`config.mk`:
```
export PLATFORM = sky130hd
export DESIGN_NAME = fifo_page_replacement_top
export DESIGN_NICKNAME = d
export VERILOG_FILES = /design/src/fpr_pkg.sv /design/src/fifo_page_replacement_top.sv /design/src/fpr_cam.sv /design/src/fpr_ram.sv
export SDC_FILE = /design/constraint.sdc
export NUM_CORES = 2
export LEC_CHECK = 0
export ABC_AREA = 1
export ABC_CLOCK_PERIOD_IN_PS = 4700
export BUFFER_PORTS_ARGS = -buffer_cell sky130_fd_sc_hd__buf_2
export CAP_MARGIN = 20
export CORE_AREA = 2 2 497 499
export CTS_CLUSTER_DIAMETER = 150
export DETAILED_ROUTE_END_ITERATION = 8
export DIE_AREA = 0 0 499 501
export PLACE_DENSITY = 0.51
export SETUP_SLACK_MARGIN = 0.4
export SLEW_MARGIN = 20
export SYNTH_ARGS = -nofsm -noshare
export SYNTH_HDL_FRONTEND = slang
export SYNTH_SLANG_ARGS = --single-unit
```
`constraint.sdc`:
```
create_clock -name clk -period 4.7 [get_ports clk]
set_clock_uncertainty 0.2 [all_clocks]
set_input_delay 0.47 -clock clk [delete_from_list [all_inputs] [get_ports clk]]
set_output_delay 0.47 -clock clk [all_outputs]
set_load 0.03 [all_outputs]
```
`src/fpr_pkg.sv`:
```
// fpr_pkg: shared constants and types for the fifo page replacement block
// no dependencies; imported by every module under src
`default_nettype none

package fpr_pkg;

    localparam int FRAME_SLOTS_DEF = 64;
    localparam int VPN_BITS_DEF    = 20;

    // frame limit register
    localparam int          LIM_W     = 7;
    localparam logic [6:0]  LIM_RESET = 7'd64;

    // configuration port
    localparam int          APB_ADDR_W      = 3;
    localparam int          APB_DATA_W      = 32;
    localparam logic        REG_FRAME_LIMIT = 1'b0;

    // per-item slot operations handed to the slot stores
    typedef struct packed {
        logic load;
        logic evict;
    } slot_op_t;

endpackage

`default_nettype wire

```
`src/fifo_page_replacement_top.sv`:
```
// fifo_page_replacement_top: fifo page replacement unit with apb frame limit register
// depends on fpr_pkg, fpr_cam, fpr_ram
// path: an accepted item waits in the input register, then moves to the result register
// throughput: one item per cycle while out_ready does not hold the result, set by the combinational lookup
//   over all slots and the pointer update that the next item depends on
// reset: valid bits, ring pointers and occupancy cleared, frame limit 64; no clearing pass
`default_nettype none

module fifo_page_replacement_top #(
    parameter int FRAME_SLOTS = fpr_pkg::FRAME_SLOTS_DEF,
    parameter int VPN_BITS    = fpr_pkg::VPN_BITS_DEF
) (
    input  wire logic                            clk,
    input  wire logic                            rst_n,
    input  wire logic                            in_valid,
    output logic                                 in_ready,
    input  wire logic [VPN_BITS-1:0]             ref_vpn,
    input  wire logic                            ready_req,
    output logic                                 out_valid,
    input  wire logic                            out_ready,
    output logic                                 fault_pending,
    output logic                                 hit,
    output logic                                 evicted_valid,
    output logic [VPN_BITS-1:0]                  evicted_vpn,
    input  wire logic                            psel,
    input  wire logic                            penable,
    input  wire logic                            pwrite,
    input  wire logic [fpr_pkg::APB_ADDR_W-1:0]  paddr,
    input  wire logic [fpr_pkg::APB_DATA_W-1:0]  pwdata,
    output logic      [fpr_pkg::APB_DATA_W-1:0]  prdata,
    output logic                                 pready
);
    import fpr_pkg::*;

    localparam int SLOT_W = (FRAME_SLOTS > 1) ? $clog2(FRAME_SLOTS) : 1;
    localparam int OCC_W  = $clog2(FRAME_SLOTS + 1);
    localparam int CMP_W  = ((OCC_W > LIM_W) ? OCC_W : LIM_W) + 1;

    function automatic logic [SLOT_W-1:0] ring_next(input logic [SLOT_W-1:0] idx);
        logic [SLOT_W-1:0] nxt;
        if (idx == SLOT_W'(FRAME_SLOTS - 1))
        begin
            nxt = '0;
        end
        else
        begin
            nxt = idx + SLOT_W'(1);
        end
        return nxt;
    endfunction

    // configuration
    logic [LIM_W-1:0] frame_limit_reg;
    logic             cfg_wr;

    assign pready = 1'b1;
    assign cfg_wr = psel && penable && pwrite && (paddr[2] == REG_FRAME_LIMIT);

    always_ff @(posedge clk or negedge rst_n)
    begin
        if (!rst_n)
        begin
            frame_limit_reg <= LIM_RESET;
        end
        else if (cfg_wr)
        begin
            frame_limit_reg <= pwdata[LIM_W-1:0];
        end
    end

    always_comb
    begin
        prdata = '0;
        if (paddr[2] == REG_FRAME_LIMIT)
        begin
            prdata = APB_DATA_W'(frame_limit_reg);
        end
    end

    // input register
    logic                s1_valid_reg;
    logic [VPN_BITS-1:0] s1_vpn_reg;
    logic                s1_rdy_reg;
    logic                advance;

    assign advance  = s1_valid_reg && (!out_valid || out_ready);
    assign in_ready = !s1_valid_reg || advance;

    always_ff @(posedge clk or negedge rst_n)
    begin
        if (!rst_n)
        begin
            s1_valid_reg <= 1'b0;
        end
        else if (in_ready)
        begin
            s1_valid_reg <= in_valid;
        end
    end

    always_ff @(posedge clk)
    begin
        if (in_valid && in_ready)
        begin
            s1_vpn_reg <= ref_vpn;
            s1_rdy_reg <= ready_req;
        end
    end

    // fifo ring state
    logic [SLOT_W-1:0]   oldest_reg;
    logic [SLOT_W-1:0]   oldest_next;
    logic [SLOT_W-1:0]   free_reg;
    logic [SLOT_W-1:0]   free_next;
    logic [OCC_W-1:0]    occ_reg;
    logic [OCC_W-1:0]    occ_next;
    logic [CMP_W-1:0]    eff_limit;
    logic                need_evict;
    logic                match;
    logic [VPN_BITS-1:0] oldest_vpn;
    slot_op_t            op;

    always_comb
    begin
        if (frame_limit_reg == '0)
        begin
            eff_limit = CMP_W'(1);
        end
        else if (CMP_W'(frame_limit_reg) > CMP_W'(FRAME_SLOTS))
        begin
            eff_limit = CMP_W'(FRAME_SLOTS);
        end
        else
        begin
            eff_limit = CMP_W'(frame_limit_reg);
        end
        need_evict = (CMP_W'(occ_reg) >= eff_limit) && (occ_reg != '0);
        op.load    = advance && !match && s1_rdy_reg;
        op.evict   = op.load && need_evict;
    end

    // a load that also evicts leaves occupancy unchanged
    always_comb
    begin
        oldest_next = op.evict ? ring_next(oldest_reg) : oldest_reg;
        free_next   = op.load ? ring_next(free_reg) : free_reg;
        occ_next    = (op.load && !op.evict) ? (occ_reg + OCC_W'(1)) : occ_reg;
    end

    always_ff @(posedge clk or negedge rst_n)
    begin
        if (!rst_n)
        begin
            oldest_reg <= '0;
            free_reg   <= '0;
            occ_reg    <= '0;
        end
        else
        begin
            oldest_reg <= oldest_next;
            free_reg   <= free_next;
            occ_reg    <= occ_next;
        end
    end

    fpr_cam #(
        .FRAME_SLOTS (FRAME_SLOTS),
        .VPN_BITS    (VPN_BITS),
        .SLOT_W      (SLOT_W)
    ) u_cam (
        .clk        (clk),
        .rst_n      (rst_n),
        .lookup_vpn (s1_vpn_reg),
        .match      (match),
        .op         (op),
        .evict_idx  (oldest_reg),
        .load_idx   (free_reg),
        .load_vpn   (s1_vpn_reg)
    );

    // read port follows the next oldest slot so its page is ready for the next item
    fpr_ram #(
        .FRAME_SLOTS (FRAME_SLOTS),
        .VPN_BITS    (VPN_BITS),
        .SLOT_W      (SLOT_W)
    ) u_ram (
        .clk    (clk),
        .wr_en  (op.load),
        .wr_idx (free_reg),
        .wr_vpn (s1_vpn_reg),
        .rd_idx (oldest_next),
        .rd_vpn (oldest_vpn)
    );

    // result register
    logic                out_valid_reg;
    logic                fault_reg;
    logic                hit_reg;
    logic                ev_valid_reg;
    logic [VPN_BITS-1:0] ev_vpn_reg;

    always_ff @(posedge clk or negedge rst_n)
    begin
        if (!rst_n)
        begin
            out_valid_reg <= 1'b0;
        end
        else if (advance)
        begin
            out_valid_reg <= 1'b1;
        end
        else if (out_ready)
        begin
            out_valid_reg <= 1'b0;
        end
    end

    always_ff @(posedge clk)
    begin
        if (advance)
        begin
            fault_reg    <= !match && !s1_rdy_reg;
            hit_reg      <= match;
            ev_valid_reg <= op.evict;
            ev_vpn_reg   <= op.evict ? oldest_vpn : '0;
        end
    end

    assign out_valid     = out_valid_reg;
    assign fault_pending = fault_reg;
    assign hit           = hit_reg;
    assign evicted_valid = ev_valid_reg;
    assign evicted_vpn   = ev_vpn_reg;

    // checks
    a_occ_bound: assert property (@(posedge clk) disable iff (!rst_n)
        occ_reg <= OCC_W'(FRAME_SLOTS))
        else $error("occupancy above slot count");

    a_result_excl: assert property (@(posedge clk) disable iff (!rst_n)
        out_valid |-> !(hit && fault_pending) && !(evicted_valid && (hit || fault_pending)))
        else $error("result flags not exclusive");

    a_occ_grow: assert property (@(posedge clk) disable iff (!rst_n)
        (op.load && !op.evict) |=> (occ_reg == $past(occ_reg) + OCC_W'(1)))
        else $error("occupancy did not grow on plain load");

    a_evict_nonempty: assert property (@(posedge clk) disable iff (!rst_n)
        op.evict |-> (occ_reg != '0) && (oldest_next != oldest_reg || FRAME_SLOTS == 1))
        else $error("eviction from empty ring or oldest pointer stuck");

endmodule

`default_nettype wire

```
`src/fpr_cam.sv`:
```
// fpr_cam: resident page tags with valid bits and a parallel lookup over all slots
// depends on fpr_pkg (slot_op_t)
`default_nettype none

module fpr_cam #(
    parameter int FRAME_SLOTS = 64,
    parameter int VPN_BITS    = 20,
    parameter int SLOT_W      = 6
) (
    input  wire logic                  clk,
    input  wire logic                  rst_n,
    input  wire logic [VPN_BITS-1:0]   lookup_vpn,
    output logic                       match,
    input  wire fpr_pkg::slot_op_t     op,
    input  wire logic [SLOT_W-1:0]     evict_idx,
    input  wire logic [SLOT_W-1:0]     load_idx,
    input  wire logic [VPN_BITS-1:0]   load_vpn
);
    import fpr_pkg::*;

    logic [VPN_BITS-1:0]    page_reg [FRAME_SLOTS];
    logic [FRAME_SLOTS-1:0] valid_reg;
    logic [FRAME_SLOTS-1:0] valid_next;
    logic [FRAME_SLOTS-1:0] hit_vec;

    always_comb
    begin
        for (int i = 0; i < FRAME_SLOTS; i++)
        begin
            hit_vec[i] = valid_reg[i] && (page_reg[i] == lookup_vpn);
        end
        match = |hit_vec;
    end

    // clear the evicted slot first, so a load into the same slot wins
    always_comb
    begin
        valid_next = valid_reg;
        if (op.evict)
        begin
            valid_next[evict_idx] = 1'b0;
        end
        if (op.load)
        begin
            valid_next[load_idx] = 1'b1;
        end
    end

    always_ff @(posedge clk or negedge rst_n)
    begin
        if (!rst_n)
        begin
            valid_reg <= '0;
        end
        else
        begin
            valid_reg <= valid_next;
        end
    end

    always_ff @(posedge clk)
    begin
        if (op.load)
        begin
            page_reg[load_idx] <= load_vpn;
        end
    end

endmodule

`default_nettype wire

```
`src/fpr_ram.sv`:
```
// fpr_ram: page copy memory, read at the oldest slot so the evicted page is ready
// depends on fpr_pkg; write-first bypass when read and write hit the same slot
`default_nettype none

module fpr_ram #(
    parameter int FRAME_SLOTS = 64,
    parameter int VPN_BITS    = 20,
    parameter int SLOT_W      = 6
) (
    input  wire logic                  clk,
    input  wire logic                  wr_en,
    input  wire logic [SLOT_W-1:0]     wr_idx,
    input  wire logic [VPN_BITS-1:0]   wr_vpn,
    input  wire logic [SLOT_W-1:0]     rd_idx,
    output logic      [VPN_BITS-1:0]   rd_vpn
);
    import fpr_pkg::*;

    logic [VPN_BITS-1:0] mem [FRAME_SLOTS];
    logic [VPN_BITS-1:0] rd_vpn_reg;

    always_ff @(posedge clk)
    begin
        if (wr_en)
        begin
            mem[wr_idx] <= wr_vpn;
        end
        if (wr_en && (wr_idx == rd_idx))
        begin
            rd_vpn_reg <= wr_vpn;
        end
        else
        begin
            rd_vpn_reg <= mem[rd_idx];
        end
    end

    assign rd_vpn = rd_vpn_reg;

endmodule

`default_nettype wire
```
# --- Word level (Yosys, flattened, before mapping) ---
# Memories as Yosys holds them, arrays and structs flattened. A register that Yosys moved wholly into a read port is not among the register bits.
# Index checks and enable logic that the tools add are counted.
op_classes:
  n_addsub: 3
  bitwise: 4
  n_lt_le_gt_ge: 6
  mux: 16
  n_reduce_logical: 88
  eq_ne: 66
op_table:
  columns: ["cell", "count"]
  rows:
  - ["$eq 20x20->1", 64]
  - ["$mux 64", 2]
  - ["$logic_and 1x1->1", 77]
  - ["$and 64x64->64", 1]
  - ["$not 64->64", 1]
  - ["$or 64x64->64", 1]
  - ["$reduce_or 64->1", 1]
  - ["$mux 7", 3]
  - ["$mux 6", 3]
  - ["$lt 6x7->1 const B", 2]
  - ["$add 6x1->6 const B", 2]
  - ["$demux 1 s6", 2]
  - ["$eq 6x6->1 const B", 2]
  - ["$ge 6x1->1 const B", 2]
  - ["$ge 7x8->1", 1]
  - ["$add 7x1->7 const B", 1]
  - ["$gt 7x7->1 const B", 1]
  - ["$logic_not 7->1", 1]
  - ["$reduce_bool 7->1", 1]
  - ["$mux 1", 6]
  - ["$logic_not 1->1", 5]
  - ["$logic_or 1x1->1", 2]
  - ["$reduce_bool 2->1", 1]
  - ["$not 1->1", 1]
totals:
  memories: 2
  out_inout_bits: 58
  inputBits: 63
  mem_bits_rw: 2560
  word_cells: 198
  regBits: 136
memory_table:
  columns: ["name", "depth", "word_bits", "rd", "rd_clocked_by_memory_dff", "write_ports", "line_no", "source"]
  rows:
  - ["u_cam.page_reg", 64, 20, 64, 0, 1, "fpr_cam.sv:21", "logic [VPN_BITS-1:0] page_reg [FRAME_SLOTS];"]
  - ["u_ram.mem", 64, 20, 1, 1, 1, "fpr_ram.sv:19", "logic [VPN_BITS-1:0] mem [FRAME_SLOTS];"]

# --- Depth between registers and ports, before layout ---
# An unclocked memory read counts as a cell.
logic_depth:
  ltp_word: 11
  mapped_depth: 23
  depth_no_buf: 21

# --- Hierarchy ---
# A second synthesis with hierarchy kept.
unflattened:
  cells_unflattened: 10858
  area_unflattened_um2: 116857.1
by_module_without_submodules:
  columns: ["module", "area_per_inst_um2", "instances", "seq_area_each_um2", "cells_per_inst"]
  rows:
  - ["fpr_cam", 61552.8, 1, 40038.4, 6163]
  - ["fpr_ram", 51843.5, 1, 38557.0, 4359]
  - ["fifo_page_replacement_top", 3460.8, 1, 2023.2, 336]

# --- Worst setup path before layout ---
# No wires, ideal clock.
synth_timing:
  kind: "register -> register"
  startpoint: "register s1_vpn_reg[11]"
  endpoint: "memory u_ram.mem[16][0] (enable)"
  required_ns: 4.102
  slack_ns: 0.277
  stages_incl_launch_ff: 20
  path_buffers: 3
  arrival_time_ns: 3.825
  period_less_slack_ns: 4.423
  setup_ns: 0.398
  cell_sequence: "edfxtp_1 > buf_2 > inv_2 > buf_6 > buf_4 > o21ai_1 > nor2_1 > nand2_1 > nor2_1 > nand3_1 > nand2_1 > nor2_1 > nand2_1 > nor2_1 > nand2_1 > nor2_4 > nand2_4 > nor2_1 > nand2_1 > nor2_1"
synth_between:
  elab_chain_len: 8
  word_cells_on_any_way: 134
  cone_classes: "64 x eq/ne; 2 x mux; 68 x reduce/logical"
synth_lines:
  columns: ["item", "line_no", "source"]
  rows:
  - ["start, declared", "fifo_page_replacement_top.sv:82", "logic [VPN_BITS-1:0] s1_vpn_reg;"]
  - ["start signal, assigned", "fifo_page_replacement_top.sv:105", "s1_vpn_reg <= ref_vpn;"]
  - ["$eq 20x20->1", "fpr_cam.sv:30", "hit_vec[i] = valid_reg[i] && (page_reg[i] == lookup_vpn);"]
  - ["$logic_and 1x1->1", "fpr_cam.sv:30", null]
  - ["$reduce_or 64->1 (*)", "fpr_cam.sv:32", "match = |hit_vec;"]
  - ["$logic_not 1->1 (*)", "fifo_page_replacement_top.sv:138", "op.load = advance && !match && s1_rdy_reg;"]
  - ["$logic_and 1x1->1 (*) (2 in a row)", "fifo_page_replacement_top.sv:138", null]
  - ["$mux 1 (*)", "fpr_ram.sv:24", "if (wr_en)"]
  - ["$mux 1 (implied by the code) (*)", "fpr_ram.sv:26", "mem[wr_idx] <= wr_vpn;"]
  - ["end, declared", "fpr_ram.sv:19", null]
# Every way passes the cells marked *; elsewhere a longest branch is shown, timed or not.

==> impl_results.md <==
- Post-Syn Instances: 8604
- Fmax: 234 MHz
- Via-per-instance ratio: 5.51
- Die width: 499 microns
- FFs w/ async S/R, synth: 6.47%
- Buf/Inv on CP: 3
- Reg power frac: 33.9%
- Synth cell count leaders: 2022 x nand2_1, 1324 x edfxtp_1, 1229 x nor2_1
- Clock Tree Root: clkbuf_16
- Critical Path RT: 5.20 ns
- Htree depth: 4
- Crit path max-delay family: compound AO/OA/AOI/OAI gates
- Clock sink total: 1422
- Violated checks: design-rule violations
- DP HPWL: 223000 microns
- Mapped cell area: 0.0755 sq mm
- Die H: 501 microns
- RSZ-0062 raised after global routing: false
- Clock power share: 29.5%
- CTS tree: built
- Crit path top cell by count: o21ai_0
- Clk pin slew, worst setup/hold paths: 0.06 ns
- Design area: 0.0893 sq mm
- Largest net degree at the start of global routing: 116
- Fill cells: 24.5k
- Post-DP Area: 0.0829 sq mm
- First-pass GRT wire length: 462000 microns
- DRT antenna net count: 0
- Routed wire length: 339000 microns
- Final period utilization: 90.9%
- Final nets: 8845
- Leak: 33.7 nW
- Post-synth top area cell: edfxtp_1
- GRT Overall Usage: 25.6%
- Maxcap violations: 0
- IO buf count: 67
- Share of cells above drive strength 1: 9.57%
- Core ar.: 0.245 sq mm
- Critical-path cell list: inv_8, buf_12, o21ai_0, o21ai_0, nor2_1, o311ai_0, nand3_1, a21oi_1, buf_4
- TritonCTS Buffers: 162
- Non-Filler Instances: 12.1k
- Max-slew headroom: 11.2%
- Switching Fraction: 41.2%
- Via count: 66.8k
- CP Class: reg -> reg
- Final hold vios: 0
- Nature of the critical path startpoint: register
- Vias in the first global route: 62.2k
- Multi-input logic area: 0.0289 sq mm
- Storage element area: 0.0422 sq mm
- Die ar.: 0.250 sq mm
- Max VDD drop: 0.576 mV
- CTS max path bufs: 3
- Worst hold path type: in -> reg
- CP Max Fanout: 47
- Placed insts: 11.8k
- Crit-path max cell delay: 1.10 ns
- Gate power share: 36.6%
- Top post-synthesis cells by area: edfxtp_1 53%, nand2_1 10%, o21ai_0 7.8%, nor2_1 6.1%, inv_1 3.0%
- Drt drc: 1
- Final setup viols: 0
- Worst-Skew Late Latency: 0.86 ns
- Initial Util: 30.9%
- Yosys warns: 0
- CP Capture Type: register
- Internal cell power: 26.0 mW
- Routed len/inst: 27.9 microns
- Post-synth cell types: 45
- Number of synthesized register bits: 1422
- Crit-path slowest cell: o311ai_0
- Synth-to-layout area growth: 18.3%
- Count leader, synth: nand2_1
- Max reg flops: 1260
- Fin crit period: 4.27 ns
- I/O Pins: 121
- Run status: finished, violations left
- Syn Area/Cell: 8.78 sq um
- Post-layout util: 36.5%
- # rows: 182
- WP data arrival: 4.77 ns
- Worst slew pin tran: 1.32 ns
- Max-slew violation count: 0
- GR Overflow Total: 0
- Drt first pass iters: 9
- Cell area power density: 494 mW/mm^2
- Number of flops mapped to enable cells by yosys: 1324
- Initial DRC count: 10.2k
- Post-synthesis sequential area ratio: 55.8%
- Top FF cell, synth: edfxtp_1
- Initial antenna violation count: 19
- Synth top area share: 52.6%
- Psw: 18.2 mW
- Routability cong.: 1.02
-- final cells by class --
| cell class | instances | share of cell area [%] |
|---|---|---|
| clock inverter | 65 | 0.810 |
| antenna | 6 | 0.0168 |
| timing repair inverter | 1 | 0.00980 |
| sequential | 1422 | 47.2 |
| timing repair buffer | 522 | 7.19 |
| multi-input combinational | 6028 | 32.3 |
| tap | 3220 | 4.51 |
| clock buffer | 234 | 5.11 |
| inverter | 634 | 2.79 |
-- worst reg2reg max path, delay by kind of cell, from the launching register on --
family / cells / cell delay [ns]
AND/OR/NAND/NOR: 2 / 0.68
AO/OA/AOI/OAI: 4 / 1.88
buffers and inverters: 3 / 0.95
flip-flops: 1 / 0.44
-- kinds of logic after synthesis --
| kind of cell | share of synthesized area (%) |
|---|---|
| simple gates | 18.9 |
| compound gates | 14.3 |
| flops | 55.8 |
| buf+inv | 6.53 |
| xor+xnor | 4.20 |
| fa+ha+maj | 0.182 |
| other cells | 0.00994 |
-- metal layers --
layer  global-route usage [%]  up-vias  part of all wire [%]
met1                     33.8    32200                    39
li1                         -    29400                     -
met4                     15.3        6                   6.9
met5                        0        -                 0.012
met2                     38.9     4361                    43
met3                     4.79      825                    11
-- worst paths after layout --
check                      slack, ns                  end           startpoint  cells past startpoint
hold / removal                  0.07   frame_limit_reg[4]               pwrite                      3
setup / recovery                0.43      evicted_vpn[13]             register                      9
min in group asynchronous       0.12         s1_valid_reg                rst_n                      2
setup reg to reg                0.43      evicted_vpn[13]             register                      9
hold reg to reg                 0.28  u_cam.valid_reg[41]  u_cam.valid_reg[41]                      2
max in group asynchronous       3.14          free_reg[3]                rst_n                      3
-- per-stage QoR --
step                power, mW  worst slack [ns]  hold slack (ns)  TNS, ns
floorplan                22.9             0.277          -0.0256        0
global placement         30.5            -0.171            0.260   -22.35
detailed placement       30.5            -0.122            0.264   -15.25
CTS                      43.5             0.426           0.0166        0
global route             45.3             0.353           0.0794        0
finish                   44.1             0.428           0.0675        0
-- layout by cell type (no fill, tap or decap), types with 13 or more instances in the layout --
| master | netlist | final |
|---|---|---|
| o21ai_1 | 148 | 148 |
| clkbuf_8 | 0 | 18 |
| o21ai_0 | 1172 | 1172 |
| buf_12 | 0 | 175 |
| nand2_1 | 2022 | 2013 |
| o22ai_1 | 20 | 20 |
| nor3_1 | 26 | 16 |
| nor2_2 | 2 | 63 |
| nor2_1 | 1229 | 1166 |
| edfxtp_1 | 1324 | 1324 |
| buf_2 | 149 | 66 |
| conb_1 | 2 | 26 |
| dfrtp_1 | 91 | 91 |
| clkbuf_1 | 298 | 51 |
| a21oi_1 | 321 | 319 |
| xnor2_1 | 191 | 191 |
| clkbuf_16 | 0 | 175 |
| a221o_1 | 13 | 13 |
| a31oi_1 | 34 | 34 |
| xor2_1 | 171 | 171 |
| clkinv_1 | 1 | 26 |
| o211ai_1 | 113 | 113 |
| buf_4 | 61 | 212 |
| o221ai_1 | 122 | 122 |
| inv_1 | 610 | 607 |
| dlygate4sd3_1 | 0 | 34 |
| bufinv_16 | 0 | 14 |
| nand3_1 | 358 | 347 |
| clkinv_2 | 0 | 19 |
| buf_6 | 12 | 15 |
-- repair_timing --
item / CTS / global route
hold buffers: 34 / 0
pin swaps: 0 / 1
setup endpoints to repair: 1381 / 972
cloned: 0 / 12
gates resized for setup: 15 / 73
hold endpoints to repair: 95 / 0
buffers inserted: 6 / 18
-- power by group through the flow --
stage / registers (mW) / logic (mW) / clock network, mW
floorplan: 15.1 / 7.85 / 0
global placement: 15.2 / 15.3 / 0
detailed placement: 15.2 / 15.3 / 0
CTS: 14.9 / 15.4 / 13.1
global route: 15.0 / 16.7 / 13.6
finish: 15.0 / 16.1 / 13.0
(Power assumes the default switching activity.)
